File: src/rtl/lookahead_peak_limiter_unit_defines.svh
// Assertion macros shared by the limiter RTL.
`ifndef LOOKAHEAD_PEAK_LIMITER_UNIT_DEFINES_SVH
`define LOOKAHEAD_PEAK_LIMITER_UNIT_DEFINES_SVH

// Check a condition at every edge outside reset.
`define LLIM_ASSERT_ALWAYS(lbl, cond, msg) \
  lbl: assert property (@(posedge clk) disable iff (!rst_n) (cond)) else $error(msg);

// Check that a trigger is followed by a consequence on the next edge.
`define LLIM_ASSERT_NEXT(lbl, trig, cons, msg) \
  lbl: assert property (@(posedge clk) disable iff (!rst_n) (trig) |=> (cons)) else $error(msg);

`endif

File: src/rtl/llim_pkg.sv
// Package: shared types and constants of the look-ahead peak limiter.
`timescale 1ns / 1ps
package llim_pkg;

  localparam int unsigned MUL_W = 41;

  localparam logic [15:0] Q_ONE = 16'h8000;
  localparam logic [MUL_W-1:0] Q_HALF = MUL_W'(16384);

  localparam logic [14:0] THRESH_RST  = 15'd32767;
  localparam logic [15:0] ATTACK_RST  = 16'd983;
  localparam logic [15:0] RELEASE_RST = 16'd33;

  typedef enum logic [1:0] {
    REG_THRESH  = 2'd0,
    REG_ATTACK  = 2'd1,
    REG_RELEASE = 2'd2
  } llim_reg_t;

  typedef enum logic [2:0] {
    ST_IDLE,
    ST_PK_MUL,
    ST_DIV_GO,
    ST_DIV_WAIT,
    ST_G_MUL,
    ST_O_GO,
    ST_O_MUL,
    ST_DONE
  } llim_state_t;

endpackage

File: src/rtl/llim_ifs.sv
// Interfaces: input and result word channels of the limiter.
`timescale 1ns / 1ps
interface llim_in_if;
  logic               valid;
  logic               ready;
  logic signed [15:0] sample_in;
  modport source (output valid, output sample_in, input ready);
  modport sink   (input valid, input sample_in, output ready);
endinterface

interface llim_out_if;
  logic               valid;
  logic               ready;
  logic signed [15:0] sample_out;
  modport source (output valid, output sample_out, input ready);
  modport sink   (input valid, input sample_out, output ready);
endinterface

File: src/rtl/llim_mul.sv
// Shift-add multiplier: signed multiplicand times 16-bit unsigned, one bit a cycle.
`timescale 1ns / 1ps
module llim_mul
  import llim_pkg::*;
(
  input  logic                    clk,
  input  logic                    rst_n,
  input  logic                    start,
  input  logic signed [24:0]      mcand,
  input  logic        [15:0]      mplier,
  output logic                    done,
  output logic signed [MUL_W-1:0] prod
);

  logic signed [MUL_W-1:0] acc_r, acc_nxt;
  logic signed [MUL_W-1:0] mc_r, mc_nxt;
  logic        [15:0]      mp_r, mp_nxt;
  logic        [3:0]       cnt_r, cnt_nxt;
  logic                    busy_r, busy_nxt;
  logic                    done_r, done_nxt;

  // Add the shifted multiplicand for each set multiplier bit
  always_comb begin
    acc_nxt  = acc_r;
    mc_nxt   = mc_r;
    mp_nxt   = mp_r;
    cnt_nxt  = cnt_r;
    busy_nxt = busy_r;
    done_nxt = 1'b0;
    if (start) begin
      acc_nxt  = '0;
      mc_nxt   = MUL_W'(mcand);
      mp_nxt   = mplier;
      cnt_nxt  = '0;
      busy_nxt = 1'b1;
    end else if (busy_r) begin
      if (mp_r[0]) begin
        acc_nxt = acc_r + mc_r;
      end
      mc_nxt  = mc_r <<< 1;
      mp_nxt  = mp_r >> 1;
      cnt_nxt = cnt_r + 4'd1;
      if (cnt_r == 4'd15) begin
        busy_nxt = 1'b0;
        done_nxt = 1'b1;
      end
    end
  end

  always_ff @(posedge clk) begin
    if (!rst_n) begin
      busy_r <= 1'b0;
      done_r <= 1'b0;
      cnt_r  <= '0;
    end else begin
      busy_r <= busy_nxt;
      done_r <= done_nxt;
      cnt_r  <= cnt_nxt;
    end
  end

  always_ff @(posedge clk) begin
    acc_r <= acc_nxt;
    mc_r  <= mc_nxt;
    mp_r  <= mp_nxt;
  end

  assign done = done_r;
  assign prod = acc_r;

endmodule

File: src/rtl/llim_div.sv
// Restoring divider: target gain = min(1, threshold * 2^23 / peak), one bit a cycle.
`timescale 1ns / 1ps
module llim_div
  import llim_pkg::*;
(
  input  logic        clk,
  input  logic        rst_n,
  input  logic        start,
  input  logic [14:0] thresh,
  input  logic [23:0] peak,
  output logic        done,
  output logic [15:0] quo
);

  logic [24:0] rem_r, rem_nxt;
  logic [16:0] q_r, q_nxt;
  logic [23:0] dvs_r, dvs_nxt;
  logic [4:0]  cnt_r, cnt_nxt;
  logic        busy_r, busy_nxt;
  logic        done_r, done_nxt;
  logic [24:0] rem_sh;
  logic [20:0] num_hi;

  assign num_hi = {thresh, 6'b0};
  assign rem_sh = {rem_r[23:0], 1'b0};

  // Shift in one quotient bit a cycle; a zero peak or a wide quotient clamps at once
  always_comb begin
    rem_nxt  = rem_r;
    q_nxt    = q_r;
    dvs_nxt  = dvs_r;
    cnt_nxt  = cnt_r;
    busy_nxt = busy_r;
    done_nxt = 1'b0;
    if (start) begin
      dvs_nxt = peak;
      cnt_nxt = '0;
      if (24'(num_hi) >= peak) begin
        q_nxt    = 17'(Q_ONE);
        done_nxt = 1'b1;
      end else begin
        rem_nxt  = 25'(num_hi);
        q_nxt    = '0;
        busy_nxt = 1'b1;
      end
    end else if (busy_r) begin
      if (rem_sh >= {1'b0, dvs_r}) begin
        rem_nxt = rem_sh - {1'b0, dvs_r};
        q_nxt   = {q_r[15:0], 1'b1};
      end else begin
        rem_nxt = rem_sh;
        q_nxt   = {q_r[15:0], 1'b0};
      end
      cnt_nxt = cnt_r + 5'd1;
      if (cnt_r == 5'd16) begin
        busy_nxt = 1'b0;
        done_nxt = 1'b1;
      end
    end
  end

  always_ff @(posedge clk) begin
    if (!rst_n) begin
      busy_r <= 1'b0;
      done_r <= 1'b0;
      cnt_r  <= '0;
    end else begin
      busy_r <= busy_nxt;
      done_r <= done_nxt;
      cnt_r  <= cnt_nxt;
    end
  end

  always_ff @(posedge clk) begin
    rem_r <= rem_nxt;
    q_r   <= q_nxt;
    dvs_r <= dvs_nxt;
  end

  assign done = done_r;
  assign quo  = (q_r > 17'(Q_ONE)) ? Q_ONE : q_r[15:0];

endmodule

File: src/rtl/lookahead_peak_limiter_unit.sv
// Top level: look-ahead peak limiter with APB-style register port.
`timescale 1ns / 1ps
`include "lookahead_peak_limiter_unit_defines.svh"
// Look-ahead peak limiter. Each input word is one signed 16-bit sample, and
// each one produces one output word: the sample LOOKAHEAD_DEPTH words older,
// scaled by the smoothed gain, rounded and saturated. Each item passes through
// a 16-step shift-add multiply for the peak follower, a 17-step restoring
// divide for the target gain, a 16-step multiply for gain smoothing and a
// 16-step multiply for the output, all on one serial multiplier, with
// handover states between them. A zero peak, or a peak small enough that the
// gain clamps to unity, skips the divide steps. One item is in flight at a
// time. The next word can be accepted in the same cycle that the output word
// is first presented, and it is taken while a finished word still waits at
// the output. The delay line is a memory with one fill flag, so no clearing
// pass follows reset.
// Registers: 0x0 threshold (15 bits), 0x4 attack coefficient, 0x8 release
// coefficient (Q1.15, values above 0x8000 saturate to 0x8000).
module lookahead_peak_limiter_unit
  import llim_pkg::*;
#(
  parameter int unsigned LOOKAHEAD_DEPTH = 5
) (
  input  logic              clk,
  input  logic              rst_n,
  llim_in_if.sink           in_word,
  llim_out_if.source        out_word,
  input  logic              cfg_psel,
  input  logic              cfg_penable,
  input  logic              cfg_pwrite,
  input  logic [3:0]        cfg_paddr,
  input  logic [31:0]       cfg_pwdata,
  output logic [31:0]       cfg_prdata,
  output logic              cfg_pready
);

  localparam int unsigned PTR_W = (LOOKAHEAD_DEPTH > 1) ? $clog2(LOOKAHEAD_DEPTH) : 1;

  llim_state_t state_r, state_nxt;

  logic [14:0] thresh_r;
  logic [15:0] attack_r;
  logic [15:0] release_r;
  logic [23:0] peak_r, peak_nxt;
  logic [15:0] gain_r, gain_nxt;
  logic signed [15:0] res_r, res_nxt;
  logic signed [15:0] out_data_r;
  logic        out_valid_r, out_valid_nxt;

  logic signed [15:0] line_mem [LOOKAHEAD_DEPTH];
  logic [PTR_W-1:0]   ptr_r;
  logic               fill_r;
  logic signed [15:0] rd_q_r;
  logic               rd_zero_r;

  logic                    in_acc;
  logic                    wr_en;
  logic [1:0]              wr_idx;
  logic [15:0]             wr_coef;
  logic                    mul_start;
  logic signed [24:0]      mul_mcand;
  logic [15:0]             mul_mplier;
  logic                    mul_done;
  logic signed [MUL_W-1:0] mul_prod;
  logic signed [MUL_W-1:0] mul_rnd;
  logic signed [25:0]      mul_sh;
  logic                    div_start;
  logic                    div_done;
  logic [15:0]             div_quo;
  logic [16:0]             mag;
  logic [23:0]             mag8;

  // Register port: write on the access phase, read the selected register
  assign cfg_pready = 1'b1;
  assign wr_en      = cfg_psel && cfg_penable && cfg_pwrite;
  assign wr_idx     = cfg_paddr[3:2];
  assign wr_coef    = (cfg_pwdata[15:0] > Q_ONE) ? Q_ONE : cfg_pwdata[15:0];

  always_ff @(posedge clk) begin
    if (!rst_n) begin
      thresh_r  <= THRESH_RST;
      attack_r  <= ATTACK_RST;
      release_r <= RELEASE_RST;
    end else if (wr_en) begin
      unique case (wr_idx)
        REG_THRESH:  thresh_r  <= cfg_pwdata[14:0];
        REG_ATTACK:  attack_r  <= wr_coef;
        REG_RELEASE: release_r <= wr_coef;
        default: ;
      endcase
    end
  end

  always_comb begin
    unique case (wr_idx)
      REG_THRESH:  cfg_prdata = {17'd0, thresh_r};
      REG_ATTACK:  cfg_prdata = {16'd0, attack_r};
      REG_RELEASE: cfg_prdata = {16'd0, release_r};
      default:     cfg_prdata = '0;
    endcase
  end

  // Input word and its magnitude in 16.8 form
  assign in_word.ready = (state_r == ST_IDLE);
  assign in_acc        = in_word.valid && in_word.ready;
  assign mag  = in_word.sample_in[15] ? 17'(-$signed({in_word.sample_in[15], in_word.sample_in}))
                                      : {1'b0, in_word.sample_in};
  assign mag8 = {mag[15:0], 8'd0};

  // Delay line: read the oldest word, then overwrite it with the new one
  always_ff @(posedge clk) begin
    if (in_acc) begin
      rd_q_r             <= line_mem[ptr_r];
      line_mem[ptr_r]    <= in_word.sample_in;
    end
  end

  always_ff @(posedge clk) begin
    if (!rst_n) begin
      ptr_r  <= '0;
      fill_r <= 1'b0;
    end else if (in_acc) begin
      if (ptr_r == PTR_W'(LOOKAHEAD_DEPTH - 1)) begin
        ptr_r  <= '0;
        fill_r <= 1'b1;
      end else begin
        ptr_r <= ptr_r + 1'b1;
      end
    end
  end

  always_ff @(posedge clk) begin
    if (in_acc) begin
      rd_zero_r <= !fill_r;
    end
  end

  // Rounded product, scaled back by 2^15
  assign mul_rnd = mul_prod + $signed(Q_HALF);
  assign mul_sh  = 26'(mul_rnd >>> 15);

  // Sequencer: peak blend, divide, gain blend, output scale
  always_comb begin
    state_nxt     = state_r;
    peak_nxt      = peak_r;
    gain_nxt      = gain_r;
    res_nxt       = res_r;
    out_valid_nxt = out_valid_r;
    mul_start     = 1'b0;
    mul_mcand     = '0;
    mul_mplier    = '0;
    div_start     = 1'b0;
    if (out_valid_r && out_word.ready) begin
      out_valid_nxt = 1'b0;
    end
    unique case (state_r)
      ST_IDLE: begin
        if (in_acc) begin
          mul_start  = 1'b1;
          mul_mcand  = $signed({1'b0, mag8}) - $signed({1'b0, peak_r});
          mul_mplier = (mag8 > peak_r) ? attack_r : release_r;
          state_nxt  = ST_PK_MUL;
        end
      end
      ST_PK_MUL: begin
        if (mul_done) begin
          peak_nxt  = 24'($signed({2'b0, peak_r}) + mul_sh);
          state_nxt = ST_DIV_GO;
        end
      end
      ST_DIV_GO: begin
        div_start = 1'b1;
        state_nxt = ST_DIV_WAIT;
      end
      ST_DIV_WAIT: begin
        if (div_done) begin
          mul_start  = 1'b1;
          mul_mcand  = 25'($signed({1'b0, div_quo}) - $signed({1'b0, gain_r}));
          mul_mplier = (div_quo < gain_r) ? attack_r : release_r;
          state_nxt  = ST_G_MUL;
        end
      end
      ST_G_MUL: begin
        if (mul_done) begin
          gain_nxt  = 16'($signed({10'b0, gain_r}) + mul_sh);
          state_nxt = ST_O_GO;
        end
      end
      ST_O_GO: begin
        mul_start  = 1'b1;
        mul_mcand  = rd_zero_r ? 25'sd0 : 25'(rd_q_r);
        mul_mplier = gain_r;
        state_nxt  = ST_O_MUL;
      end
      ST_O_MUL: begin
        if (mul_done) begin
          if (mul_sh > 26'sd32767) begin
            res_nxt = 16'sh7FFF;
          end else if (mul_sh < -26'sd32768) begin
            res_nxt = -16'sh8000;
          end else begin
            res_nxt = 16'(mul_sh);
          end
          state_nxt = ST_DONE;
        end
      end
      ST_DONE: begin
        if (!out_valid_r || out_word.ready) begin
          out_valid_nxt = 1'b1;
          state_nxt     = ST_IDLE;
        end
      end
      default: state_nxt = ST_IDLE;
    endcase
  end

  always_ff @(posedge clk) begin
    if (!rst_n) begin
      state_r     <= ST_IDLE;
      peak_r      <= '0;
      gain_r      <= Q_ONE;
      out_valid_r <= 1'b0;
    end else begin
      state_r     <= state_nxt;
      peak_r      <= peak_nxt;
      gain_r      <= gain_nxt;
      out_valid_r <= out_valid_nxt;
    end
  end

  // Hold the result and load the output register when the slot is free
  always_ff @(posedge clk) begin
    res_r <= res_nxt;
    if (state_r == ST_DONE && (!out_valid_r || out_word.ready)) begin
      out_data_r <= res_r;
    end
  end

  assign out_word.valid      = out_valid_r;
  assign out_word.sample_out = out_data_r;

  llim_mul u_mul (
    .clk    (clk),
    .rst_n  (rst_n),
    .start  (mul_start),
    .mcand  (mul_mcand),
    .mplier (mul_mplier),
    .done   (mul_done),
    .prod   (mul_prod)
  );

  llim_div u_div (
    .clk    (clk),
    .rst_n  (rst_n),
    .start  (div_start),
    .thresh (thresh_r),
    .peak   (peak_r),
    .done   (div_done),
    .quo    (div_quo)
  );

  `LLIM_ASSERT_ALWAYS(a_gain_max, gain_r <= Q_ONE, "smoothed gain above unity")
  `LLIM_ASSERT_ALWAYS(a_peak_max, peak_r <= 24'h800000, "peak follower above full scale")
  `LLIM_ASSERT_NEXT(a_acc_busy, in_acc, state_r == ST_PK_MUL, "accepted word did not start")
  `LLIM_ASSERT_NEXT(a_out_load, state_r == ST_DONE && !out_valid_r, out_valid_r,
                    "finished word not presented")

endmodule
File: src/flat_wrapper.sv
// flat-port wrapper written by rule: the top's interface ports become plain ports
module lookahead_peak_limiter_unit_flat import llim_pkg::*;
#(
  parameter int unsigned LOOKAHEAD_DEPTH = 5
)
  (clk, rst_n, cfg_psel, cfg_penable, cfg_pwrite, cfg_paddr, cfg_pwdata, cfg_prdata, cfg_pready, in_word_valid, in_word_sample_in, in_word_ready, out_word_valid, out_word_sample_out, out_word_ready);
  llim_in_if in_word_i ();
  llim_out_if out_word_i ();
  input  logic clk;
  input  logic rst_n;
  input  logic cfg_psel;
  input  logic cfg_penable;
  input  logic cfg_pwrite;
  input  logic [3:0] cfg_paddr;
  input  logic [31:0] cfg_pwdata;
  output logic [31:0] cfg_prdata;
  output logic cfg_pready;
  input wire logic [$bits(in_word_i.valid)-1:0] in_word_valid;
  input wire logic [$bits(in_word_i.sample_in)-1:0] in_word_sample_in;
  output wire logic [$bits(in_word_i.ready)-1:0] in_word_ready;
  output wire logic [$bits(out_word_i.valid)-1:0] out_word_valid;
  output wire logic [$bits(out_word_i.sample_out)-1:0] out_word_sample_out;
  input wire logic [$bits(out_word_i.ready)-1:0] out_word_ready;
  assign in_word_i.valid = in_word_valid;
  assign in_word_i.sample_in = in_word_sample_in;
  assign in_word_ready = in_word_i.ready;
  assign out_word_valid = out_word_i.valid;
  assign out_word_sample_out = out_word_i.sample_out;
  assign out_word_i.ready = out_word_ready;
  lookahead_peak_limiter_unit #(.LOOKAHEAD_DEPTH(LOOKAHEAD_DEPTH)) u_core (.clk(clk), .rst_n(rst_n), .in_word(in_word_i), .out_word(out_word_i), .cfg_psel(cfg_psel), .cfg_penable(cfg_penable), .cfg_pwrite(cfg_pwrite), .cfg_paddr(cfg_paddr), .cfg_pwdata(cfg_pwdata), .cfg_prdata(cfg_prdata), .cfg_pready(cfg_pready));
endmodule
File: config.mk
export PLATFORM = sky130hd
export DESIGN_NAME = lookahead_peak_limiter_unit_flat
export DESIGN_NICKNAME = d
export VERILOG_FILES = /design/src/rtl/llim_pkg.sv /design/src/rtl/llim_ifs.sv /design/src/rtl/llim_mul.sv /design/src/rtl/llim_div.sv /design/src/rtl/lookahead_peak_limiter_unit.sv /design/src/flat_wrapper.sv
export VERILOG_INCLUDE_DIRS = /design/src /design/src/rtl
export SDC_FILE = /design/constraint.sdc
export NUM_CORES = 1
export LEC_CHECK = 0
export ABC_AREA = 1
export BUFFER_PORTS_ARGS = -buffer_cell sky130_fd_sc_hd__buf_2
export CAP_MARGIN = 10
export CORE_MARGIN = 2
export CORE_UTILIZATION = 68
export CTS_BUF_LIST = sky130_fd_sc_hd__clkbuf_4 sky130_fd_sc_hd__clkbuf_8 sky130_fd_sc_hd__clkbuf_16
export DETAILED_ROUTE_END_ITERATION = 8
export PLACE_DENSITY = 0.91
export SKIP_LAST_GASP = 1
export SLEW_MARGIN = 10
export SYNTH_ARGS = -nofsm -noshare
export SYNTH_HDL_FRONTEND = slang
export SYNTH_SLANG_ARGS = --single-unit
File: constraint.sdc
create_clock -name clk -period 6.6 [get_ports clk]
set_input_delay 0.99 -clock clk [delete_from_list [all_inputs] [get_ports clk]]
set_output_delay 0.99 -clock clk [all_outputs]
set_load 0.05 [all_outputs]
# ---- Word-level counts from Yosys, hierarchy flattened
# Memories as Yosys holds them, arrays and structs flattened. A register that Yosys moved wholly into a read port is not among the register bits.
# Cells that the tools add are included.
dict set report word_totals {
  regBits 304
  n_memories 1
  word_cells 144
  ramBits 80
}
dict set report classes {
  magnitude_cmp 8
  muxes 54
  n_eq_ne 19
  n_addsub 11
  bitwise_logic 2
  n_reduce_logical 25
}
# memory depth word_bits read_ports rd_ports_with_merged_regs write_ports line_no
set mem_list {}
lappend mem_list {u_core.line_mem 5 16 1 1 1 lookahead_peak_limiter_unit.sv:49} ;# logic signed [15:0] line_mem [LOOKAHEAD_DEPTH];
# cell n
set op_table {}
lappend op_table {{$mux 16} 11}
lappend op_table {{$mux 24} 4}
lappend op_table {{$pmux 16 s3} 2}
lappend op_table {{$mux 41} 2}
lappend op_table {{$mux 25} 3}
lappend op_table {{$pmux 25 s3} 1}
lappend op_table {{$add 41x16->41 const B} 1}
lappend op_table {{$add 41x41->41} 1}
lappend op_table {{$mux 17} 2}
lappend op_table {{$gt 26x16->1 const B} 1}
lappend op_table {{$lt 26x16->1 const B} 1}
lappend op_table {{$ge 25x24->1} 1}
lappend op_table {{$sub 24x24->25} 1}
lappend op_table {{$add 24x24->24} 1}
lappend op_table {{$ge 21x24->1} 1}
lappend op_table {{$gt 24x24->1} 1}
lappend op_table {{$pmux 3 s8} 1}
lappend op_table {{$sub 24x24->24} 1}
lappend op_table {{$mux 3} 7}
lappend op_table {{$mux 1} 20}
lappend op_table {{$reduce_and 2->1} 9}
lappend op_table {{$gt 17x16->1 const B} 1}
lappend op_table {{$sub 16x16->17} 1}
lappend op_table {{$add 16x16->16} 1}
lappend op_table {{26 further kinds} 44}

# ---- Depth between registers and ports, before layout
# Gate-level depths: netlist of run 1.
dict set report logic_depth {
  word_depth 7
  ltp_mapped 23
  mapped_depth_nobuf 21
}

# ---- By module
# Synthesis of run 1 repeated with hierarchy kept, for this count alone.
dict set report hier_totals {
  cells_unflattened 3770
  area_unflattened_um2 27123.5
}
# mod cells_each area_each_um2 seq_area_each_um2 instances
set by_module_without_submodules {}
lappend by_module_without_submodules {lookahead_peak_limiter_unit 1981 14632.8 5775.5 1}
lappend by_module_without_submodules {llim_mul 1072 7176.9 2652.5 1}
lappend by_module_without_submodules {llim_div 717 5313.8 2092.0 1}

# ---- Worst setup path before layout of run 1
# No wires, ideal clock.
dict set report synth_timing {
  kind {in2reg}
  startpoint {in in_word_sample_in[1]}
  endpoint {reg u_core.u_mul.mp_r[10], data pin}
  setup_ps 262
  required_ps 6338
  t_arrival_ps 3678
  path_slack_ps 2660
  cell_stages 18
  cell_sequence {inv_1 -> ha_1 -> inv_1 -> nor3_1 -> nand2_1 -> nor3_1 -> nand3_1 -> o31ai_1 -> xnor2_1 -> ha_1 -> nand2_1 -> nor4_1 -> nand2_1 -> nand2_2 -> buf_2 -> nand2_1 -> nand3_1 -> nand3_1}
}
dict set report synth_via {
  elab_chain_len 7
}
# element line_no
set synth_lines {}
lappend synth_lines {{from (decl)} flat_wrapper.sv:19} ;# input wire logic [$bits(in_word_i.sample_in)-1:0] in_word_sample_in;
lappend synth_lines {{$neg 16->16} lookahead_peak_limiter_unit.sv:105} ;# assign mag = in_word.sample_in[15] ? 17'(-$signed({in_word.sample_in[15], in_word.sample_in}))
lappend synth_lines {{$mux 16 *} lookahead_peak_limiter_unit.sv:105}
lappend synth_lines {{$gt 24x24->1 *} lookahead_peak_limiter_unit.sv:160} ;# mul_mplier = (mag8 > peak_r) ? attack_r : release_r;
lappend synth_lines {{$mux 16 *} lookahead_peak_limiter_unit.sv:160}
lappend synth_lines {{$mux 16 *} lookahead_peak_limiter_unit.sv:157} ;# if (in_acc) begin
lappend synth_lines {{$pmux 16 s3 *} lookahead_peak_limiter_unit.sv:155} ;# unique case (state_r)
lappend synth_lines {{$mux 16 *} llim_mul.sv:30} ;# if (start) begin
lappend synth_lines {{named net u_core.u_mul.mp_nxt[10]} llim_mul.sv:17} ;# logic [15:0] mp_r, mp_nxt;
lappend synth_lines {{to (signal assigned)} llim_mul.sv:65} ;# mp_r <= mp_nxt;
lappend synth_lines {{to (decl)} llim_mul.sv:17}
# Mark *: on every way through the listed nets, which the timed path passes. The rest lies on a longest branch.
# A chain may end at the register's enable or synchronous reset.

# ---- Worst setup path in the final report of run 1
dict set report layout_timing {
  startpoint {in in_word_sample_in[0]}
  endpoint {reg u_core.u_mul.mp_r[9], data pin}
}
# The elaborated chain is that of the path after synthesis.

==> results, run 1 <==
- The run finished with clean final reports.
- Synthesis instantiated 56 different standard cells from the library.
- In the final routed layout, each cell accounts on average for 18.2 µm.
- The count of fill cells added during filler insertion is 2965.
- For the worst flop-to-flop path, the logic depth is 15.
- The clock skew after layout is 0.0252 ns.
- The final RePlAce weighted congestion is 1.03.
- The beginning of the critical path is in_word_sample_in[0].
- Entering global routing, the biggest net connects 68 pins.
- For this design the ratio of total power to cell area is 387 mW/mm².
- The type of element capturing the critical path is a flip-flop.
- In this run the post-CTS setup repair buffer count came out at 0.
- Buffers inserted during clock tree synthesis total 44.
- The number of I/O pins is 110.
- The y dimension of the die is 201 µm.
- TritonCTS built the clock tree.
- The total count of hold-check failures in the final report is 0.
- The fraction of synthesis flops using an asynchronous set or reset pin is 0%.
- The floorplan has 72 rows.
- Of all nets on the critical path, the largest fanout is 17.
- The number of maximum-capacitance constraint violations is 0.
- No sink is reached through more buffers than the 3 on the longest clock path.
- The remaining max-slew budget at the tightest pin is 24.4%.
- The setup check on the worst reg-to-reg path leaves a slack of 2.27 ns.
- The H-tree was split into 2 levels.
- At the pin with the least slew margin, the transition time is 1.13 ns.
- Of the cells placed in the final design, the portion with a size suffix greater than 1 is 6.73%.
- In this run the tool buffered the top-level ports with 74 buffer cells.
- Setup violations remaining at the end of the flow were counted as 0.
- The detailed-routing iteration count for the pre-antenna-repair pass is 7.
- The number of nets at the end of the flow is 3843.
- After floorplanning, the core was sized to cover 0.0385 mm².
- The floorplan step defined a die boundary enclosing 0.0403 mm².
- The fraction of the yosys area taken by sequential cells is 39.9%.
- In this run the worst setup path terminates at u_core.u_mul.mp_r[9].
- From left edge to right edge, the die measures 201 µm.
- Clock tree synthesis found a total of 400 sinks.
- The number of antenna violations at the first check in global routing is 1.
- Synthesis produced a netlist whose cell count is 3569.
- Yosys attributes the largest share of cell area to sky130_fd_sc_hd__edfxtp_1, sky130_fd_sc_hd__nand2_1, sky130_fd_sc_hd__dfxtp_1, sky130_fd_sc_hd__ha_1, sky130_fd_sc_hd__inv_1.
- The total via count after detailed routing is 25100.
- Summing all non-filler instances in the final layout gives an area of 0.0287 mm².
- The post-synth design cell area is 0.0263 mm².
- The root buffer cell chosen for the clock tree is sky130_fd_sc_hd__clkbuf_16.
- The clock period could shrink to 4.37 ns.
- The cell type contributing the most total cell area after synthesis is sky130_fd_sc_hd__edfxtp_1.
- The remaining design rule violation count is 0.
- In the global route stage, overall resource usage came out at 37.2%.
- Dividing the detail-routed via count by the number of cells gives 6.02.
- The number of global-route vias before repair is 23000.
- The top flip-flop cell by instance count after synthesis is sky130_fd_sc_hd__edfxtp_1.
- The leakage power summed over all cells is 13.3 nW.
- In this run, synthesis inferred 251 flip-flops with an integrated enable.
- The worst register-to-register path ends at u_core.u_mul.mc_r[25].
- The number of design-rule violations left by the first detailed-router iteration is 2893.
- Summed over its instances, the top area cell type makes up 28.6% of the synthesized netlist area.
- Dividing the synthesized area by the synthesized cell count gives 7.38 µm².
- The arrival time of data at the critical path endpoint is 4.71 ns.
- At the later pin of the worst-skew pair, clock insertion delay measures 0.60 ns.
- The cell area after placement is 0.0271 mm².
- Summed over all nets, the half-perimeter wirelength after detailed placement is 56.2 mm.
- The post-cts gate resize count is 0.
- Wires add up to 76.0 mm.
- The register bit total from synthesis is 400.
- From synthesis to final layout, the design area changed by 8.95%.
- The startpoint identified for the worst register-to-register timing path is u_core.u_div.q_r[2].
- The count of warnings emitted by yosys is 0.
- Setup repair after global routing left no endpoint under its margin.
- In this run the worst hold path is classified as flip-flop to flip-flop.
- The path type of the worst setup path is input pin to flip-flop.
- The highest achievable clock rate is 229 MHz.
- Summed over all layers, the global routing overflow is 0.
- The highest ir drop seen on vdd is 0.439 mV.
- After clock tree synthesis, the flow added hold-fix buffers numbering 0.
- The type of element launching the critical path is an input pin.
- The number of slew-limit violations in the final report came to 0.
- Data on the critical path is required at its endpoint by 6.94 ns.
- The clock transition time at the flip-flop clock pins of the worst setup and hold paths is 0.06 ns.
- The post-route setup TNS is 0 ns.
- The initial utilization of the core area, before any placement, comes to 68.5%.
- The remaining antenna violation count after routing is 0.
- The final critical path takes up 66.3% of the cycle.
- The global-route wire length before repair is 120 mm.
-- worst max-delay path: stages --
cell and delay, ns:
sky130_fd_sc_hd__buf_2 0.16, sky130_fd_sc_hd__inv_1 0.11, sky130_fd_sc_hd__ha_1 0.16, sky130_fd_sc_hd__inv_1 0.06
sky130_fd_sc_hd__nor3_1 0.26, sky130_fd_sc_hd__nand2_1 0.13, sky130_fd_sc_hd__nor3_1 0.28, sky130_fd_sc_hd__nand3_1 0.15
sky130_fd_sc_hd__o31ai_1 0.29, sky130_fd_sc_hd__xnor2_1 0.21, sky130_fd_sc_hd__ha_1 0.34, sky130_fd_sc_hd__a21oi_1 0.19
sky130_fd_sc_hd__o21bai_1 0.09, sky130_fd_sc_hd__a21oi_1 0.17, sky130_fd_sc_hd__nand3_2 0.38, sky130_fd_sc_hd__nand2_2 0.44
sky130_fd_sc_hd__nand2_1 0.11, sky130_fd_sc_hd__nand3_1 0.09, sky130_fd_sc_hd__nand3_1 0.09
-- power breakdown --
group / switching [mW] / internal, mW / total [mW]
registers: 0.387 / 3.40 / 3.79
clock network: 1.06 / 1.59 / 2.65
logic: 3.20 / 1.47 / 4.68
-- cells by family (layout without fill, tap and decap cells) --
| family | count (synthesis) | after routing | share of synthesized area, % |
|---|---|---|---|
| fa+ha+maj | 163 | 163 | 7.89 |
| simple gates | 1750 | 1750 | 28.1 |
| xor+xnor | 80 | 80 | 2.69 |
| compound gates | 593 | 593 | 12.6 |
| flops | 400 | 400 | 39.9 |
| buf+inv | 581 | 652 | 8.73 |
| other cells | 2 | 18 | 0.0285 |
-- worst min path at each step --
stage / start / end / cells past startpoint
after floorplan: u_core.res_r[0] / u_core.out_word.sample_out[0] / 0
after global placement: u_core.res_r[10] / u_core.out_word.sample_out[10] / 0
after detailed placement: u_core.res_r[0] / u_core.out_word.sample_out[0] / 0
after CTS: u_core.res_r[12] / u_core.out_word.sample_out[12] / 0
after global routing: u_core.res_r[0] / u_core.out_word.sample_out[0] / 0
final: u_core.res_r[12] / u_core.out_word.sample_out[12] / 0
-- cell usage in the layout, fill, tap and decap left out, types with 149 or more instances in the layout --
| cell | instances |
|---|---|
| sky130_fd_sc_hd__ha_1 | 158 |
| sky130_fd_sc_hd__inv_1 | 459 |
| sky130_fd_sc_hd__a21oi_1 | 278 |
| sky130_fd_sc_hd__nand3_1 | 274 |
| sky130_fd_sc_hd__o21ai_0 | 186 |
| sky130_fd_sc_hd__nand2_1 | 905 |
| sky130_fd_sc_hd__nor2_1 | 378 |
| sky130_fd_sc_hd__edfxtp_1 | 251 |
| sky130_fd_sc_hd__dfxtp_1 | 149 |
-- cell type report --
type                            count  area, µm²  area share, %
Clock inverter                     23        292           1.02
Sequential cell                   400      10500           36.7
Timing Repair Buffer              101        573           2.00
Inverter                          471       1770           6.16
Clock buffer                       57       1260           4.39
Multi-Input combinational cell   2603      13600           47.5
Tap cell                          518        648           2.26
Antenna cell                        1       2.50        0.00872
-- registers in the layout (all words and copies together) (netlist names), 3 cells and up --
register	count
u_core.res_r	16
u_core.ptr_r	3
u_core.u_mul.mc_r	41
u_core.u_mul.cnt_r	4
u_core.peak_r	24
u_core.attack_r	16
u_core.u_div.cnt_r	5
u_core.u_div.q_r	17
u_core.u_mul.prod	41
u_core.u_mul.mp_r	16
u_core.thresh_r	15
u_core.rd_q_r	16
u_core.release_r	16
u_core.gain_r	16
u_core.out_word.sample_out	16
u_core.state_r	3
u_core.line_mem	80
u_core.u_div.rem_r	24
u_core.u_div.dvs_r	24
-- cell usage after synthesis (all sizes together), types with 11 or more instances --
master / count
a22oi: 13
clkbuf: 68
a21o: 11
nor4: 13
nand3: 278
edfxtp: 251
o21ai: 195
xnor2: 23
ha: 158
nor2: 389
xor2: 57
o221ai: 17
o21a: 18
o211ai: 13
o21bai: 19
nand4: 74
a21oi: 278
buf: 42
nor3: 47
nand2: 929
dfxtp: 149
inv: 466
-- stage by stage --
stage / hold slack, ns / instances / total power, mW / utilization, % / setup slack [ns]
floorplan: 0.400 / 3584 / 7.14 / - / 2.66
global placement: 0.401 / 4092 / 8.18 / 70.5 / 1.93
detailed placement: 0.405 / 4092 / 8.32 / 70.5 / 1.69
CTS: 0.418 / 4172 / 11.0 / 74.6 / 2.28
global route: 0.424 / 4173 / 11.8 / 74.6 / 1.89
finish: 0.417 / 4174 / 11.1 / 74.6 / 2.23
-- routing by layer --
layer  vias up  share of wire, %  GRT usage (%)
li1      12000                 -              -
met1     11400                40           49.1
met2      1486                45           59.8
met3       281                11           7.92
met4         2               4.5           15.8
met5         -             0.016              0
Note: power is estimated with default switching activity, not from simulation.
==> run 2, diff against run 1 <==
- CORE_UTILIZATION: 68 -> 63
- PLACE_DENSITY: 0.91 -> 0.85
- clock period: 6.6 -> 4.5 ns (I/O delays scaled with it)
==> run 2 against run 1 <==
Critical path depth stayed put. Largest power group unchanged. Hold slack worse by 0.10 ns. Critical path type is now flip-flop to flip-flop. Wire length is 1.2% lower. Clock power is 48% higher. Cell area is 0.76% higher. First-iteration DRC count is 5.6% lower. Clock-buffer cell count is 1 lower. Sequential power is 46% higher. Core utilization is 4.1 points lower.
==> results, run 2 (synthesis gave the netlist of run 1 again) <==
- The HPWL reported at the end of detailed placement is 56.4 mm.
- The TritonCTS buffer count is 45.
- The library cells used most frequently in the layout, excluding fill and tap cells, are sky130_fd_sc_hd__nand2_1, sky130_fd_sc_hd__inv_1, sky130_fd_sc_hd__nor2_1, sky130_fd_sc_hd__a21oi_1, sky130_fd_sc_hd__nand3_1.
- After global routing the overflow that remains totals 0.
- The run finished with clean final reports.
- The total power divided by cell area is 563 mW/mm².
- The number of flip-flops in the largest register is 80.
- Static timing analysis puts the maximum clock frequency at 261 MHz.
- The clock root buffer is sky130_fd_sc_hd__clkbuf_16.
- Routability-driven placement finished with a final weighted congestion of 1.03.
- In this run, the number of DRC markers left after iteration 0 of detailed routing was 2732.
- In this run the count of I/O pins placed on the die edge is 110.
- From left edge to right edge, the die measures 208 µm.
- The worst setup path endpoint is u_core.u_mul.mp_r[5].
- The clock skew after layout is 0.0347 ns.
- Traced cell by cell, the critical path runs through nor4_1 > nand4_1 > nand2_1 > inv_1 > nor2_1 > ha_1 > nand2_1 > nor2_1 > inv_1 > nor2_1 > nand2_1 > nand3_1 > nand2_1 > nand2_1 > nand2_1 > nand2_1 > nor2_1 > nor2_1 > nand3_1.
- The number of hold buffers added after cts is 0.
- Dividing the detail-routed wire length by the instance count gives 17.8 µm.
- The clock transition time at the flip-flop clock pins of the worst setup and hold paths is 0.06 ns.
- Setup repair after global routing left no endpoint under its margin.
- The initial standard-cell utilization of the core is 64.2%.
- For this design, the slowest cell found on the critical path is sky130_fd_sc_hd__nand2_1.
- The number of setup violations in the final report is 0.
- The leakage power summed over all cells is 13.4 nW.
- The arrival time of data at the critical path endpoint is 4.17 ns.
- The floorplan has 74 rows.
- In this run the critical register-to-register path is launched from u_core.u_div.q_r[0].
- The largest net degree at the start of global routing is 58.
- The overall routing resource usage is 34.6%.
- The worst setup path is captured at a flip-flop.
- The final non-filler cell total is 4214.
- Clock tree synthesis found a total of 400 sinks.
- The first global-routing pass estimated 120 mm of wire.
- The total count of hold-check failures in the final report is 0.
- In this run the worst hold path is classified as input pin to flip-flop.
- In the routed layout, each cell is associated on average with a via count of 5.88.
- The y dimension of the die is 208 µm.
- The later pin in the worst-skew pair is clocked with a latency of 0.60 ns.
- The minimum setup slack in the final design is 0.664 ns.
- At the worst endpoint, the required time is 4.84 ns.
- From synthesis to final layout, the design area changed by 9.78%.
- The number of slew-limit violations in the final report came to 0.
- The detailed-route wire length is 75.1 mm.
- The critical path is of the flip-flop to flip-flop type.
- The depth of the worst register-to-register path is 19.
- With fillers left out, the area of the finished cells amounts to 0.0289 mm².
- The floorplan core area is 0.0410 mm².
- Summing internal, switching and leakage power gives 16.3 mW.
- The type of element launching the critical path is a flip-flop.
- The H-tree generated during clock tree synthesis spans 2 levels.
- TritonCTS built the clock tree.
- After layout, the minimum clock period comes to 3.84 ns.
- The number of maximum-capacitance constraint violations is 0.
- u_core.line_mem holds more flip-flops than any other register.
- The detail route stage leaves a number of antenna-violating nets equal to 0.
- The critical path's largest stage delay is 0.75 ns.
- The remaining design rule violation count is 0.
- The total of buffers placed on input and output ports is 74.
- The library cell appearing most often on the critical path is sky130_fd_sc_hd__nand2_1.
- Timing analysis after detailed placement gives a worst setup slack of 0.216 ns.
- Along the worst path, the maximum fanout reaches 32.
- The worst-margin pin slew is 1.10 ns.
- Gates resized during post-CTS repair numbered 0.
- The floorplan die area is 0.0435 mm².
- The capture point of the worst reg-to-reg path is u_core.u_mul.mp_r[5].
- The number of global-route vias before repair is 23100.
- The post-route setup TNS is 0 ns.
- After clock tree synthesis, the setup repair step added 0 buffers.
- The cell area after placement is 0.0273 mm².
- Before antenna repair, the detailed router went through 6 iterations.
- Final hold analysis gives a worst-case slack of 0.316 ns.
- The total instance count after detailed placement is 4130.
- The fraction of layout cells with a size suffix above 1 is 7.42%.
- IR analysis of the VDD net gives a maximum drop of 0.458 mV.
- The fraction of the cycle the final worst path needs is 85.2%.
- The detailed router placed 24800 vias in this run.
- The maximum count of clock buffers along a single path is 3.
- The number of nets at the end of the flow is 3867.
- At the end of the flow the core is filled with cells to 70.5%.
- The number of antenna violations at the first check in global routing is 1.
- The worst setup slack for register-to-register paths is 0.66 ns.
- The beginning of the critical path is u_core.u_div.q_r[0].
- The remaining max-slew budget at the tightest pin is 26.6%.
- Leaving out fill and tap cells, the most frequent cell in the layout is sky130_fd_sc_hd__nand2_1.
run 2: cell types whose count changed in the layout (fill, tap and decap cells not counted):
cell / before / now
sky130_fd_sc_hd__clkinvlp_4: 1 / 6
sky130_fd_sc_hd__clkbuf_4: 7 / 6
sky130_fd_sc_hd__clkinv_1: 8 / 6
sky130_fd_sc_hd__nor2_1: 378 / 379
sky130_fd_sc_hd__inv_6: 4 / 3
sky130_fd_sc_hd__nor2_2: 5 / 4
sky130_fd_sc_hd__inv_4: 1 / 0
sky130_fd_sc_hd__buf_4: 27 / 50
sky130_fd_sc_hd__bufinv_16: 6 / 5
sky130_fd_sc_hd__clkinv_8: 0 / 2
sky130_fd_sc_hd__clkinv_4: 3 / 6
sky130_fd_sc_hd__clkinv_2: 5 / 4
run 2: how the worst min path moves through the flow:
stage / startpoint / to / slack (ns) / cells after the start
detailed placement: u_core.res_r[5] / u_core.out_word.sample_out[5] / 0.40 / 0
global placement: u_core.res_r[9] / u_core.out_word.sample_out[9] / 0.40 / 0
floorplan: u_core.res_r[0] / u_core.out_word.sample_out[0] / 0.40 / 0
finish: cfg_pwdata[8] / u_core.thresh_r[8] / 0.32 / 3
CTS: cfg_pwdata[8] / u_core.thresh_r[8] / 0.30 / 3
global route: cfg_pwdata[9] / u_core.thresh_r[9] / 0.35 / 3
run 2: final cells by class:
type | instances | area (µm²)
antenna | 1 | 2.50
clock buffer | 56 | 1250
clock inverter | 27 | 330
fill | 3354 | 12100
inverter | 471 | 1770
multi-input combinational | 2603 | 13600
sequential | 400 | 10500
tap | 532 | 666
timing repair buffer | 124 | 746
run 2: worst max-delay path, delay by kind of cell, from the launching register on:
family | cells | cell delay [ns]
flops | 1 | 0.44
fa+ha+maj | 1 | 0.24
buf+inv | 2 | 0.25
simple gates | 16 | 2.66
run 2: metal layers:
metal	global-route usage, %	wire (µm)
met2	53.8	32900
met5	0	12
met3	6.26	7260
met4	16.7	3650
met1	46.8	31300
run 2: where the power goes:
group / switching, mW / leakage, nW / total (mW) / internal, mW
Clock: 1.62 / 0.764 / 3.91 / 2.29
Sequential: 0.558 / 3.55 / 5.54 / 4.98
Combinational: 4.62 / 9.04 / 6.83 / 2.21
Total: 6.80 / 13.4 / 16.3 / 9.49
